===== config.mk =====
export PLATFORM = sky130hd
export DESIGN_NAME = sha1_message_digest_core
export DESIGN_NICKNAME = d
export VERILOG_FILES = /design/src/hdl/sha1_pkg.sv /design/src/hdl/sha1_message_digest_core.sv /design/src/hdl/sha1_front.sv /design/src/hdl/sha1_queue.sv /design/src/hdl/sha1_back.sv
export SDC_FILE = /design/constraint.sdc
export NUM_CORES = 2
export LEC_CHECK = 0
export ABC_AREA = 1
export BUFFER_PORTS_ARGS = -buffer_cell sky130_fd_sc_hd__buf_2
export CAP_MARGIN = 20
export CORE_MARGIN = 8
export CORE_UTILIZATION = 33
export DETAILED_ROUTE_END_ITERATION = 10
export HOLD_SLACK_MARGIN = 0.03
export PLACE_DENSITY = 0.6
export SKIP_LAST_GASP = 1
export SLEW_MARGIN = 20
export SYNTH_ARGS = -nofsm -noshare
export SYNTH_HDL_FRONTEND = slang
export SYNTH_SLANG_ARGS = --single-unit

===== constraint.sdc =====
create_clock -name clk -period 9.1 [get_ports clk]
set_clock_uncertainty 0.15 [all_clocks]
set_input_delay 0.91 -clock clk [delete_from_list [all_inputs] [get_ports clk]]
set_output_delay 0.91 -clock clk [all_outputs]
set_load 0.01 [all_outputs]

===== src/hdl/sha1_pkg.sv =====
package sha1_pkg;

	typedef struct packed {
		logic [7:0] data_byte;
		logic       byte_present;
		logic       end_of_message;
	} in_word_t;

	typedef struct packed {
		logic [31:0] digest_word;
		logic [2:0]  word_index;
		logic        last_word;
	} out_word_t;

	// front to back: one 32-bit block word, or a block-done / digest command
	typedef enum logic [1:0] {
		CMD_WORD   = 2'd0,
		CMD_BLOCK  = 2'd1,
		CMD_DIGEST = 2'd2
	} cmd_t;

	typedef struct packed {
		cmd_t        cmd;
		logic [31:0] data;
	} q_word_t;

	localparam int QUEUE_DEPTH = 4;

	localparam logic [31:0] H0 = 32'h67452301;
	localparam logic [31:0] H1 = 32'hEFCDAB89;
	localparam logic [31:0] H2 = 32'h98BADCFE;
	localparam logic [31:0] H3 = 32'h10325476;
	localparam logic [31:0] H4 = 32'hC3D2E1F0;

	localparam logic [31:0] K0 = 32'h5A827999;
	localparam logic [31:0] K1 = 32'h6ED9EBA1;
	localparam logic [31:0] K2 = 32'h8F1BBCDC;
	localparam logic [31:0] K3 = 32'hCA62C1D6;

	localparam logic [7:0] PAD_BYTE = 8'h80;
	localparam logic [5:0] LEN_POS  = 6'd56;

endpackage


===== src/hdl/sha1_message_digest_core.sv =====
// channel | dir | payload                 | handshake
// in      | in  | data_byte, present, eom  | in_valid / in_stall
// out     | out | digest word, index, last | out_valid / out_stall
// One byte per cycle into the packer while in_stall is low; each full block then
// holds the compression unit for its 80 rounds, load and chain add. Only
// QueueDepth words fit in the queue meanwhile; the packer takes bytes until it backs up.
// End of message adds padding words, one or two blocks and five digest
// words. Async reset loads the initial chain.
// Either side may stall; the word queue between packer and rounds decouples them.
module sha1_message_digest_core #(
	parameter int QueueDepth = sha1_pkg::QUEUE_DEPTH
) (
	input  logic                clk,
	input  logic                arst_n,
	input  logic                in_valid,
	output logic                in_stall,
	input  sha1_pkg::in_word_t  in_word,
	output logic                out_valid,
	input  logic                out_stall,
	output sha1_pkg::out_word_t out_word
);

	logic              fq_valid, fq_stall, qb_valid, qb_stall;
	sha1_pkg::q_word_t fq_word, qb_word;

	sha1_front u_front (
		.clk, .arst_n, .in_valid, .in_stall, .in_word,
		.q_valid(fq_valid), .q_stall(fq_stall), .q_word(fq_word)
	);

	sha1_queue #(.Depth(QueueDepth)) u_queue (
		.clk, .arst_n,
		.wr_valid(fq_valid), .wr_stall(fq_stall), .wr_word(fq_word),
		.rd_valid(qb_valid), .rd_stall(qb_stall), .rd_word(qb_word)
	);

	sha1_back u_back (
		.clk, .arst_n,
		.q_valid(qb_valid), .q_stall(qb_stall), .q_word(qb_word),
		.out_valid, .out_stall, .out_word
	);

endmodule


===== src/hdl/sha1_front.sv =====
// Packs bytes into words, generates padding and length words and block and digest commands.
module sha1_front (
	input  logic               clk,
	input  logic               arst_n,
	input  logic               in_valid,
	output logic               in_stall,
	input  sha1_pkg::in_word_t in_word,
	output logic               q_valid,
	input  logic               q_stall,
	output sha1_pkg::q_word_t  q_word
);

	typedef enum logic [2:0] {
		F_DATA, F_PAD, F_LEN_HI, F_LEN_LO, F_DIGEST
	} fstate_t;

	fstate_t     state_q;
	logic [60:0] count_q;
	logic [23:0] part_q;
	logic [3:0]  widx_q;
	logic        blk_pending_q;
	logic        pad80_q;

	logic        take;
	logic        out_free;
	logic        q_load;
	logic [31:0] full_word;
	logic [1:0]  bpos;

	assign out_free = !q_valid || !q_stall;
	assign bpos     = count_q[1:0];
	// a block-done command must go out before anything else
	assign in_stall = (state_q != F_DATA) || blk_pending_q || !out_free;
	assign take     = in_valid && !in_stall;

	always_comb begin
		unique case (bpos)
			2'd0:    full_word = {in_word.data_byte, 24'd0};
			2'd1:    full_word = {part_q[23:16], in_word.data_byte, 16'd0};
			2'd2:    full_word = {part_q[23:8], in_word.data_byte, 8'd0};
			default: full_word = {part_q, in_word.data_byte};
		endcase
	end

	// a word is registered for the queue this cycle if the queue side is free
	always_comb begin
		q_load = 1'b0;
		if (blk_pending_q) begin
			q_load = 1'b1;
		end else begin
			unique case (state_q)
				F_DATA:  q_load = take && in_word.byte_present && (bpos == 2'd3);
				F_PAD:   q_load = !(widx_q == 4'd14 && !pad80_q);
				default: q_load = 1'b1;
			endcase
		end
	end

	always_ff @(posedge clk or negedge arst_n) begin
		if (!arst_n) begin
			state_q       <= F_DATA;
			count_q       <= '0;
			widx_q        <= '0;
			blk_pending_q <= 1'b0;
			pad80_q       <= 1'b0;
			q_valid       <= 1'b0;
		end else begin
			if (out_free)
				q_valid <= q_load;
			if (out_free) begin
				if (blk_pending_q) begin
					q_word        <= '{cmd: sha1_pkg::CMD_BLOCK, data: '0};
					blk_pending_q <= 1'b0;
				end else begin
					unique case (state_q)
						F_DATA: begin
							if (take) begin
								if (in_word.byte_present) begin
									count_q <= count_q + 61'd1;
									unique case (bpos)
										2'd0: part_q[23:16] <= in_word.data_byte;
										2'd1: part_q[15:8]  <= in_word.data_byte;
										2'd2: part_q[7:0]   <= in_word.data_byte;
										default: begin
											q_word  <= '{cmd: sha1_pkg::CMD_WORD,
												data: full_word};
											widx_q  <= widx_q + 4'd1;
											if (widx_q == 4'd15)
												blk_pending_q <= 1'b1;
										end
									endcase
								end
								if (in_word.end_of_message) begin
									state_q <= F_PAD;
									pad80_q <= 1'b1;
								end
							end
						end
						F_PAD: begin
							if (widx_q == 4'd14 && !pad80_q) begin
								state_q <= F_LEN_HI;
							end else begin
								widx_q  <= widx_q + 4'd1;
								if (widx_q == 4'd15)
									blk_pending_q <= 1'b1;
								pad80_q <= 1'b0;
								if (pad80_q) begin
									unique case (bpos)
										2'd0: q_word <= '{cmd: sha1_pkg::CMD_WORD,
											data: {sha1_pkg::PAD_BYTE, 24'd0}};
										2'd1: q_word <= '{cmd: sha1_pkg::CMD_WORD,
											data: {part_q[23:16], sha1_pkg::PAD_BYTE, 16'd0}};
										2'd2: q_word <= '{cmd: sha1_pkg::CMD_WORD,
											data: {part_q[23:8], sha1_pkg::PAD_BYTE, 8'd0}};
										default: q_word <= '{cmd: sha1_pkg::CMD_WORD,
											data: {part_q, sha1_pkg::PAD_BYTE}};
									endcase
								end else begin
									q_word <= '{cmd: sha1_pkg::CMD_WORD, data: '0};
								end
							end
						end
						F_LEN_HI: begin
							q_word  <= '{cmd: sha1_pkg::CMD_WORD, data: count_q[60:29]};
							widx_q  <= widx_q + 4'd1;
							state_q <= F_LEN_LO;
						end
						F_LEN_LO: begin
							q_word        <= '{cmd: sha1_pkg::CMD_WORD,
								data: {count_q[28:0], 3'd0}};
							widx_q        <= '0;
							blk_pending_q <= 1'b1;
							state_q       <= F_DIGEST;
						end
						default: begin
							q_word  <= '{cmd: sha1_pkg::CMD_DIGEST, data: '0};
							count_q <= '0;
							state_q <= F_DATA;
						end
					endcase
				end
			end
		end
	end

	a_pad_in_block: assert property (@(posedge clk) disable iff (!arst_n)
		(state_q == F_LEN_HI) |-> (widx_q == 4'd14))
		else $error("length word misplaced");
	a_no_take_busy: assert property (@(posedge clk) disable iff (!arst_n)
		blk_pending_q |-> !take)
		else $error("byte taken with block pending");
	a_len_follows: assert property (@(posedge clk) disable iff (!arst_n)
		(state_q == F_LEN_HI && out_free) |=> (state_q == F_LEN_LO))
		else $error("length sequence broken");

endmodule


===== src/hdl/sha1_queue.sv =====
module sha1_queue #(
	parameter int Depth = sha1_pkg::QUEUE_DEPTH
) (
	input  logic              clk,
	input  logic              arst_n,
	input  logic              wr_valid,
	output logic              wr_stall,
	input  sha1_pkg::q_word_t wr_word,
	output logic              rd_valid,
	input  logic              rd_stall,
	output sha1_pkg::q_word_t rd_word
);

	localparam int AW = (Depth > 1) ? $clog2(Depth) : 1;

	sha1_pkg::q_word_t  mem_q [Depth];
	logic [AW-1:0]      wp_q, rp_q;
	logic [AW:0]        cnt_q;
	logic               push, pop;

	assign wr_stall = (cnt_q == (AW+1)'(Depth));
	assign rd_valid = (cnt_q != '0);
	assign rd_word  = mem_q[rp_q];
	assign push     = wr_valid && !wr_stall;
	assign pop      = rd_valid && !rd_stall;

	always_ff @(posedge clk) begin
		if (push)
			mem_q[wp_q] <= wr_word;
	end

	always_ff @(posedge clk or negedge arst_n) begin
		if (!arst_n) begin
			wp_q  <= '0;
			rp_q  <= '0;
			cnt_q <= '0;
		end else begin
			if (push)
				wp_q <= (wp_q == AW'(Depth - 1)) ? '0 : wp_q + AW'(1);
			if (pop)
				rp_q <= (rp_q == AW'(Depth - 1)) ? '0 : rp_q + AW'(1);
			cnt_q <= cnt_q + (AW+1)'(push) - (AW+1)'(pop);
		end
	end

	a_no_overflow: assert property (@(posedge clk) disable iff (!arst_n)
		cnt_q <= (AW+1)'(Depth))
		else $error("queue overflow");

endmodule


===== src/hdl/sha1_back.sv =====
// Runs compression rounds and emits the digest.
module sha1_back (
	input  logic               clk,
	input  logic               arst_n,
	input  logic               q_valid,
	output logic               q_stall,
	input  sha1_pkg::q_word_t  q_word,
	output logic               out_valid,
	input  logic               out_stall,
	output sha1_pkg::out_word_t out_word
);

	typedef enum logic [1:0] {B_LOAD, B_ROUND, B_ADD, B_EMIT} bstate_t;

	bstate_t     state_q;
	logic [31:0] w_q [16];
	logic [3:0]  wcnt_q;
	logic [6:0]  rnd_q;
	logic [31:0] h_q [5];
	logic [31:0] a_q, b_q, c_q, d_q, e_q;
	logic [2:0]  emit_q;

	logic [31:0] f, k, wt, t, wnew;

	assign q_stall = (state_q != B_LOAD) || (q_word.cmd == sha1_pkg::CMD_DIGEST
		&& out_valid && out_stall);

	always_comb begin
		wnew = w_q[13] ^ w_q[8] ^ w_q[2] ^ w_q[0];
		wnew = {wnew[30:0], wnew[31]};
		wt   = (rnd_q < 7'd16) ? w_q[0] : wnew;
		priority if (rnd_q < 7'd20) begin
			f = (b_q & c_q) | (~b_q & d_q); k = sha1_pkg::K0;
		end else if (rnd_q < 7'd40) begin
			f = b_q ^ c_q ^ d_q; k = sha1_pkg::K1;
		end else if (rnd_q < 7'd60) begin
			f = (b_q & c_q) | (b_q & d_q) | (c_q & d_q); k = sha1_pkg::K2;
		end else begin
			f = b_q ^ c_q ^ d_q; k = sha1_pkg::K3;
		end
		t = {a_q[26:0], a_q[31:27]} + f + e_q + k + wt;
	end

	always_ff @(posedge clk) begin
		if (state_q == B_LOAD && q_valid && q_word.cmd == sha1_pkg::CMD_WORD)
			w_q[wcnt_q] <= q_word.data;
		if (state_q == B_ROUND) begin
			// sliding window: rounds 0-15 rotate the block through w_q[0],
			// later rounds append the expanded word
			for (int i = 0; i < 15; i++)
				w_q[i] <= w_q[i+1];
			w_q[15] <= wt;
		end
	end

	always_ff @(posedge clk or negedge arst_n) begin
		if (!arst_n) begin
			state_q   <= B_LOAD;
			wcnt_q    <= '0;
			rnd_q     <= '0;
			emit_q    <= '0;
			out_valid <= 1'b0;
			h_q[0] <= sha1_pkg::H0; h_q[1] <= sha1_pkg::H1; h_q[2] <= sha1_pkg::H2;
			h_q[3] <= sha1_pkg::H3; h_q[4] <= sha1_pkg::H4;
		end else begin
			if (!out_valid || !out_stall)
				out_valid <= (state_q == B_EMIT);
			unique case (state_q)
				B_LOAD: begin
					if (q_valid && !q_stall) begin
						unique case (q_word.cmd)
							sha1_pkg::CMD_WORD: wcnt_q <= wcnt_q + 4'd1;
							sha1_pkg::CMD_BLOCK: begin
								wcnt_q  <= '0;
								rnd_q   <= '0;
								a_q <= h_q[0]; b_q <= h_q[1]; c_q <= h_q[2];
								d_q <= h_q[3]; e_q <= h_q[4];
								state_q <= B_ROUND;
							end
							default: begin
								emit_q  <= '0;
								state_q <= B_EMIT;
							end
						endcase
					end
				end
				B_ROUND: begin
					e_q <= d_q; d_q <= c_q; c_q <= {b_q[1:0], b_q[31:2]};
					b_q <= a_q; a_q <= t;
					rnd_q <= rnd_q + 7'd1;
					if (rnd_q == 7'd79)
						state_q <= B_ADD;
				end
				B_ADD: begin
					h_q[0] <= h_q[0] + a_q; h_q[1] <= h_q[1] + b_q;
					h_q[2] <= h_q[2] + c_q; h_q[3] <= h_q[3] + d_q;
					h_q[4] <= h_q[4] + e_q;
					state_q <= B_LOAD;
				end
				default: begin
					if (!out_valid || !out_stall) begin
						out_word  <= '{digest_word: h_q[emit_q], word_index: emit_q,
							last_word: (emit_q == 3'd4)};
						emit_q    <= emit_q + 3'd1;
						if (emit_q == 3'd4) begin
							state_q <= B_LOAD;
							h_q[0] <= sha1_pkg::H0; h_q[1] <= sha1_pkg::H1;
							h_q[2] <= sha1_pkg::H2; h_q[3] <= sha1_pkg::H3;
							h_q[4] <= sha1_pkg::H4;
						end
					end
				end
			endcase
		end
	end

	a_emit_range: assert property (@(posedge clk) disable iff (!arst_n)
		(state_q == B_EMIT) |-> (emit_q <= 3'd4))
		else $error("digest index out of range");
	a_rounds_end: assert property (@(posedge clk) disable iff (!arst_n)
		(state_q == B_ROUND && rnd_q == 7'd79) |=> (state_q == B_ADD))
		else $error("round count slip");
	a_block_full: assert property (@(posedge clk) disable iff (!arst_n)
		(state_q == B_LOAD && q_valid && q_word.cmd == sha1_pkg::CMD_BLOCK)
		|-> (wcnt_q == 4'd0))
		else $error("block command mid-block");

endmodule

# After elaboration in Yosys (flattened, before gate mapping)

Memories as Yosys holds them, arrays and structs flattened.
Cells that the tools add are included.

Bits in writable memories: 648
Memories: 2
Register bits: 509

Multiplexer cells: 85
Bitwise operators: 19
Equality and inequality tests: 33
$lt $le $gt $ge: 5
Add/subtract/negate cells: 18
Reductions and logical operators: 62

Memory list:

| name          | words | width | rd ports | clocked after Yosys merged registers in | write ports | RTL line         | text |
|---|---|---|---|---|---|---|---|
| u_back.w_q    | 16    | 32    | 16       | 0                                       | 16          | sha1_back.sv:16  | `logic [31:0] w_q [16];` |
| u_queue.mem_q | 4     | 34    | 1        | 0                                       | 1           | sha1_queue.sv:16 | `sha1_pkg::q_word_t mem_q [Depth];` |

Operators by type and width:

| kind                                          | number |
|---|---|
| 2-to-1 mux 32 bit                             | 20 |
| 2-to-1 mux 160 bit                            | 2 |
| one-hot mux 160 bit (2 select lines)          | 1 |
| one-hot mux 32 bit (2 select lines)           | 5 |
| adder 32 bit                                  | 9 |
| bitwise XOR 32 bit                            | 5 |
| 2-to-1 mux 34 bit                             | 4 |
| one-hot mux 34 bit (4 select lines)           | 1 |
| bitwise AND 32 bit                            | 4 |
| 2-to-1 mux 61 bit                             | 2 |
| one-hot mux 61 bit (2 select lines)           | 1 |
| binary-select mux 32 bit (select 3 bit)       | 1 |
| bitwise OR 32 bit                             | 3 |
| one-hot mux 32 bit (3 select lines)           | 1 |
| adder 61 x 1 -> 61 bit, second input constant | 1 |
| inverter 32 bit                               | 1 |
| OR reduction 32 bit                           | 1 |
| 2-to-1 mux 31 bit                             | 1 |
| AND reduction 7 bit                           | 4 |
| 2-to-1 mux 4 bit                              | 5 |
| 2-to-1 mux 3 bit                              | 6 |
| != test 2 bit, second input constant          | 9 |
| 2-to-1 mux 1 bit                              | 17 |
| one-hot mux 4 bit (4 select lines)            | 1 |
| other kinds (45)                              | 117 |

# Logic depth before layout (Yosys ltp)

Depth in word-level cells: 11
Depth in mapped cells: 30

# Modules after synthesis

A second synthesis with hierarchy kept.

Cell total of the unflattened synthesis: 7546
Area, all modules: 65947.0 µm²

By module, submodules not included:

| module     | sequential area each (µm²) | instances | area each (µm²) | cells an instance |
|---|---|---|---|---|
| sha1_back  | 25789.7                    | 1         | 52502.9         | 6037 |
| sha1_front | 3518.4                     | 1         | 7637.3          | 1055 |
| sha1_queue | 4259.1                     | 1         | 5806.8          | 454 |

# Worst setup path before layout

OpenSTA, ideal clock, no wires.

Path type: register to register
From: register u_back.state_q[0]
To: register u_back.a_q[0] (enable)
Slack: 245 ps
Setup time: 682 ps
Clock period less this slack: 8855 ps
Buffers on the path: 0
Data required time: 8268 ps
Cell stages (with the launch flop): 9
Data arrival time: 8023 ps
Cell sequence: dfrtp_1 inv_1 ha_1 inv_2 nor2_1 nand2_2 nand2_2 nand2_2 nor2_1

Longest elaborated chain between the ends: 6

RTL lines:

| element                                  | RTL line        | text |
|---|---|---|
| start, declared                          | sha1_back.sv:15 | `bstate_t state_q;` |
| start signal, assigned                   | sha1_back.sv:58 | `state_q <= B_LOAD;` |
| start signal, assigned                   | sha1_back.sv:78 | `state_q <= B_ROUND;` |
| start signal, assigned                   | sha1_back.sv:82 | `state_q <= B_EMIT;` |
| nonzero test 2 bit                       | sha1_back.sv:25 | `assign q_stall = (state_q != B_LOAD) \|\| (q_word.cmd == sha1_pkg::CMD_DIGEST` |
| logical OR 1 bit                         | sha1_back.sv:25 |  |
| zero test 1 bit                          | sha1_back.sv:70 | `if (q_valid && !q_stall) begin` |
| logical AND 1 bit                        | sha1_back.sv:70 |  |
| != test 2 bit (no source line)           | -               |  |
| AND reduction 4 bit (no source line) (*) | -               |  |
| end signal, assigned                     | sha1_back.sv:76 | `a_q <= h_q[0]; b_q <= h_q[1]; c_q <= h_q[2];` |
| end signal, assigned                     | sha1_back.sv:89 | `b_q <= a_q; a_q <= t;` |
| end, declared                            | sha1_back.sv:20 | `logic [31:0] a_q, b_q, c_q, d_q, e_q;` |

Mark *: on every way between the ends. The rest lies on a longest branch, timed or not.
A chain may end at the register's enable or synchronous reset.

# Worst setup path after layout

From: register u_back.rnd_q[4]
To: register u_back.a_q[29] (data pin)

Longest elaborated chain between the ends: 9

RTL lines:

| element                                 | RTL line        | text |
|---|---|---|
| start, declared                         | sha1_back.sv:18 | `logic [6:0] rnd_q;` |
| start signal, assigned                  | sha1_back.sv:90 | `rnd_q <= rnd_q + 7'd1;` |
| < comparator 7 x 6 -> 1 bit             | sha1_back.sv:36 | `end else if (rnd_q < 7'd60) begin` |
| 2-to-1 mux 32 bit                       | sha1_back.sv:36 |  |
| 2-to-1 mux 32 bit                       | sha1_back.sv:34 | `end else if (rnd_q < 7'd40) begin` |
| 2-to-1 mux 32 bit                       | sha1_back.sv:32 | `priority if (rnd_q < 7'd20) begin` |
| adder 32 bit (3 in series)              | sha1_back.sv:41 | `t = {a_q[26:0], a_q[31:27]} + f + e_q + k + wt;` |
| adder 32 bit (*)                        | sha1_back.sv:41 |  |
| one-hot mux 32 bit (2 select lines) (*) | sha1_back.sv:68 | `unique case (state_q)` |

Marks and branches as above.

==> key figures <==
Outcome
  • Status: completed

STA
  • Slew Limit Fails: 0
  • Slew @ Worst Pin: 1.09 ns
  • Unrepaired setup endpoints after global routing: false
  • Final hold slack: 0.202 ns
  • Post-route setup TNS: 0 ns
  • Final worst slack: 2.61 ns
  • Rel. slew slack: 27.4%
  • Hold Vio Cnt, Final: 0
  • Tmin final: 6.49 ns
  • # setup viols final: 0
  • Final cycle utilization of the critical path: 71.4%
  • Fmax: around 150 MHz

GRT
  • Total gr overflow: 0
  • GRT Total Usage: 22.4%
  • Initial antenna violation count: 6
  • Vias in the first global route: 51700
  • First-pass GRT wire length: 356 mm
  • Largest net degree at the start of global routing: 231

Clocking
  • Root Driver: clkbuf_16
  • TritonCTS clock tree: done
  • # clock sinks: 1157
  • Max Root-Sink Buffers: 3
  • Skew-Pair Late Insertion Delay: 0.84 ns
  • CTS buffer count: 138
  • CTS H-tree lvls: 4
  • Post-CTS Setup Repair Bufs: 0
  • Resized cells post-CTS: 0
  • CTS clk-pin slew, worst paths: 0.06 ns

Drt
  • Iteration-0 DRC Markers: 6007
  • Post-route ant nets: 0
  • DRC Markers: 0
  • Wire per inst: 24.2 um
  • Total wire length: 246 mm
  • Via-per-instance ratio: around 5.3
  • Vias post-DR: 53900
  • Drt pass-1 iters: 6

Final layout
  • Commonest non-fill, non-tap cell in the layout: nand2_1
  • Most frequent cells in the layout: 2110 x nand2_1, 902 x edfxtp_1, 840 x inv_1, 658 x o21ai_0, 500 x nor2_1
  • Final Instance Area: approximately 74000 um^2
  • Share of cells above drive strength 1: between 7 and 8%
  • Area delta synth->final: 12.3%
  • Nets: between 7000 and 8000

Yosys
  • Yosys reg bits: roughly 1200
  • Multiplexer area fraction after synthesis: 0%
  • Largest family of logic cells by synthesized area: simple AND/OR/NAND/NOR gates
  • Post-synth EDFFs: 902
  • Synth Area in Adders: 7.92%
  • Area of the mapped netlist: 65500 um^2
  • Register area share after synthesis: between 50% and 60%
  • Cell count after synthesis: roughly 7400
  • Most used DFF post-synth: edfxtp_1
  • Post-Synth XOR/XNOR Area: a little under 2%
  • Post-Synth Simple-Gate Area: about a fifth
  • Syn_nets: 7747
  • Synthesis warning total: 0
  • Compound-Gate Fraction of Synth Area: between 10% and 20%
  • Mean Syn Cell Area: 8.87 um^2
  • Post-synthesis cell type count: 65
  • Async SR Flop Fraction: 22.0%

Job
  • Max Cap Viol: 0

Placement
  • Port Buffers: 51
  • Pre-CTS setup slack: approximately 2.7 ns
  • Area post-placement: 68800 um^2
  • GPL Wtd Cong: 1.04
  • Final HPWL DP: roughly 180 mm

Floorplan
  • Row count: between 150 and 200
  • Chip height: 462 um
  • Die area: 213000 um^2
  • Initial Util: 33.2%
  • CORE AREA: 197000 um^2
  • Die width: 462 um
  • I/O pins: between 50 and 60

Setup path
  • Worst Setup Start Kind: register
  • Arr. time, crit path: 6.90 ns
  • Critical Path RT: 9.51 ns
  • Critical path type: reg -> reg
  • Crit path capture type: register
  • Largest fanout on the critical path: 21

Hold path
  • Worst min-delay path class: in -> reg
## per-stage QoR
step                instances  util [%]
detailed placement       9897      34.9
CTS                     10100      37.3
finish                  10200      37.3
floorplan                7388         -
global placement         9897      34.9
global route            10200      37.3
## synth_stat cells, types with 12 or more instances
library cell	instances	share of area, %
o21ai_0	659	5.0
dfstp_2	80	3.2
inv_1	842	4.8
o31ai_1	34	0.39
edfxtp_1	902	41
o21a_1	20	0.23
inv_2	14	0.080
nand2_1	2111	12
xor2_1	42	0.56
nor3_1	70	0.53
o21ai_1	22	0.17
a21boi_0	18	0.21
nand4_1	87	0.83
ha_1	229	4.4
or2_2	12	0.11
xnor2_1	105	1.4
dfrtp_1	175	6.7
o21bai_1	42	0.48
fa_1	116	3.5
nor2_1	508	2.9
o211ai_1	38	0.44
nand3_2	13	0.20
o22ai_1	90	0.86
o221ai_1	20	0.27
clkbuf_1	144	0.83
nand3_1	317	2.4
nand3b_1	24	0.28
buf_2	71	0.54
a21o_1	29	0.33
a21oi_1	398	3.0
buf_1	25	0.14
buf_4	12	0.14
## worst paths after layout
| kind | from | to | slack, ns | cells past startpoint |
|---|---|---|---|---|
| max in group asynchronous | arst_n | u_back.h_q[64] | 5.65 | 5 |
| min in group asynchronous | arst_n | u_back.h_q[21] | 0.51 | 2 |
| worst max-delay path | u_back.rnd_q[4] | u_back.a_q[29] | 2.61 | 21 |
| worst min register to register | u_back.w_q[4][16] | u_back.w_q[3][16] | 0.32 | 2 |
| worst min-delay path | in_word[9] | u_front.part_q[15] | 0.20 | 1 |
| worst max register to register | u_back.rnd_q[4] | u_back.a_q[29] | 2.61 | 21 |
## logic make-up (layout without fill, tap and decap cells)
| group | after synthesis | count (layout) |
|---|---|---|
| AOI/OAI and AO/OA | 1419 | 1419 |
| buffers and inverters | 1116 | 1238 |
| DFF | 1157 | 1157 |
| other | 0 | 4 |
| and+or+nand+nor | 3204 | 3204 |
| xor gates and xnor gates | 147 | 147 |
| adders and majority gates | 345 | 345 |
## registers in the layout, summed over array words and instances (netlist names), 3 cells and up
name	flops
u_front.q_word	34
u_front.part_q	24
u_front.widx_q	4
u_back.w_q	512
u_back.d_q	32
u_back.rnd_q	7
u_back.wcnt_q	4
u_back.out_word	36
u_front.count_q	61
u_front.state_q	3
u_back.h_q	160
u_back.emit_q	3
u_back.a_q	32
u_back.c_q	32
u_queue.cnt_q	3
u_back.e_q	32
u_back.b_q	32
u_queue.mem_q	136
## worst max-delay path, cell delays in order (launching register included)
cell,delay [ns]
dfrtp_1,0.46
nand2_1,0.17
nand3_2,0.35
nand2_2,0.58
nand2_2,0.43
inv_2,0.49
a221oi_1,0.19
fa_1,0.49
fa_1,0.53
fa_1,0.40
inv_1,0.07
ha_1,0.21
inv_1,0.08
fa_1,0.47
o31ai_1,0.49
nand2_1,0.10
nand2_1,0.17
nand4_1,0.15
nand2_1,0.09
nand2_1,0.05
nand3_1,0.07
nand2_1,0.06
## per-layer routing
metal	vias to the layer above	global-route usage, %	part of all wire (%)
met3	435	3.59	7.2
li1	24800	-	-
met2	2043	35.0	44
met1	26600	31.1	44
met5	-	0	0
met4	0	9.33	4.8
## layout make-up
cell class / instances / area, um^2
clock inverter: 79 / 1010
multi-input combinational: 5115 / 27900
antenna: 4 / 10.0
inverter: 861 / 3240
timing repair buffer: 126 / 876
clock buffer: 172 / 3640
sequential: 1157 / 33600
tap: 2640 / 3300
fill: 20000 / 124000
## what timing repair did
action                                  in CTS  in global routing
endpoints found under the hold margin       33                  0
endpoints found under the setup margin       0                  0
hold buffers                                 1                  0
Power is not shown: default switching activity piles up to over one toggle a cycle in this logic, so the estimate is an artifact.
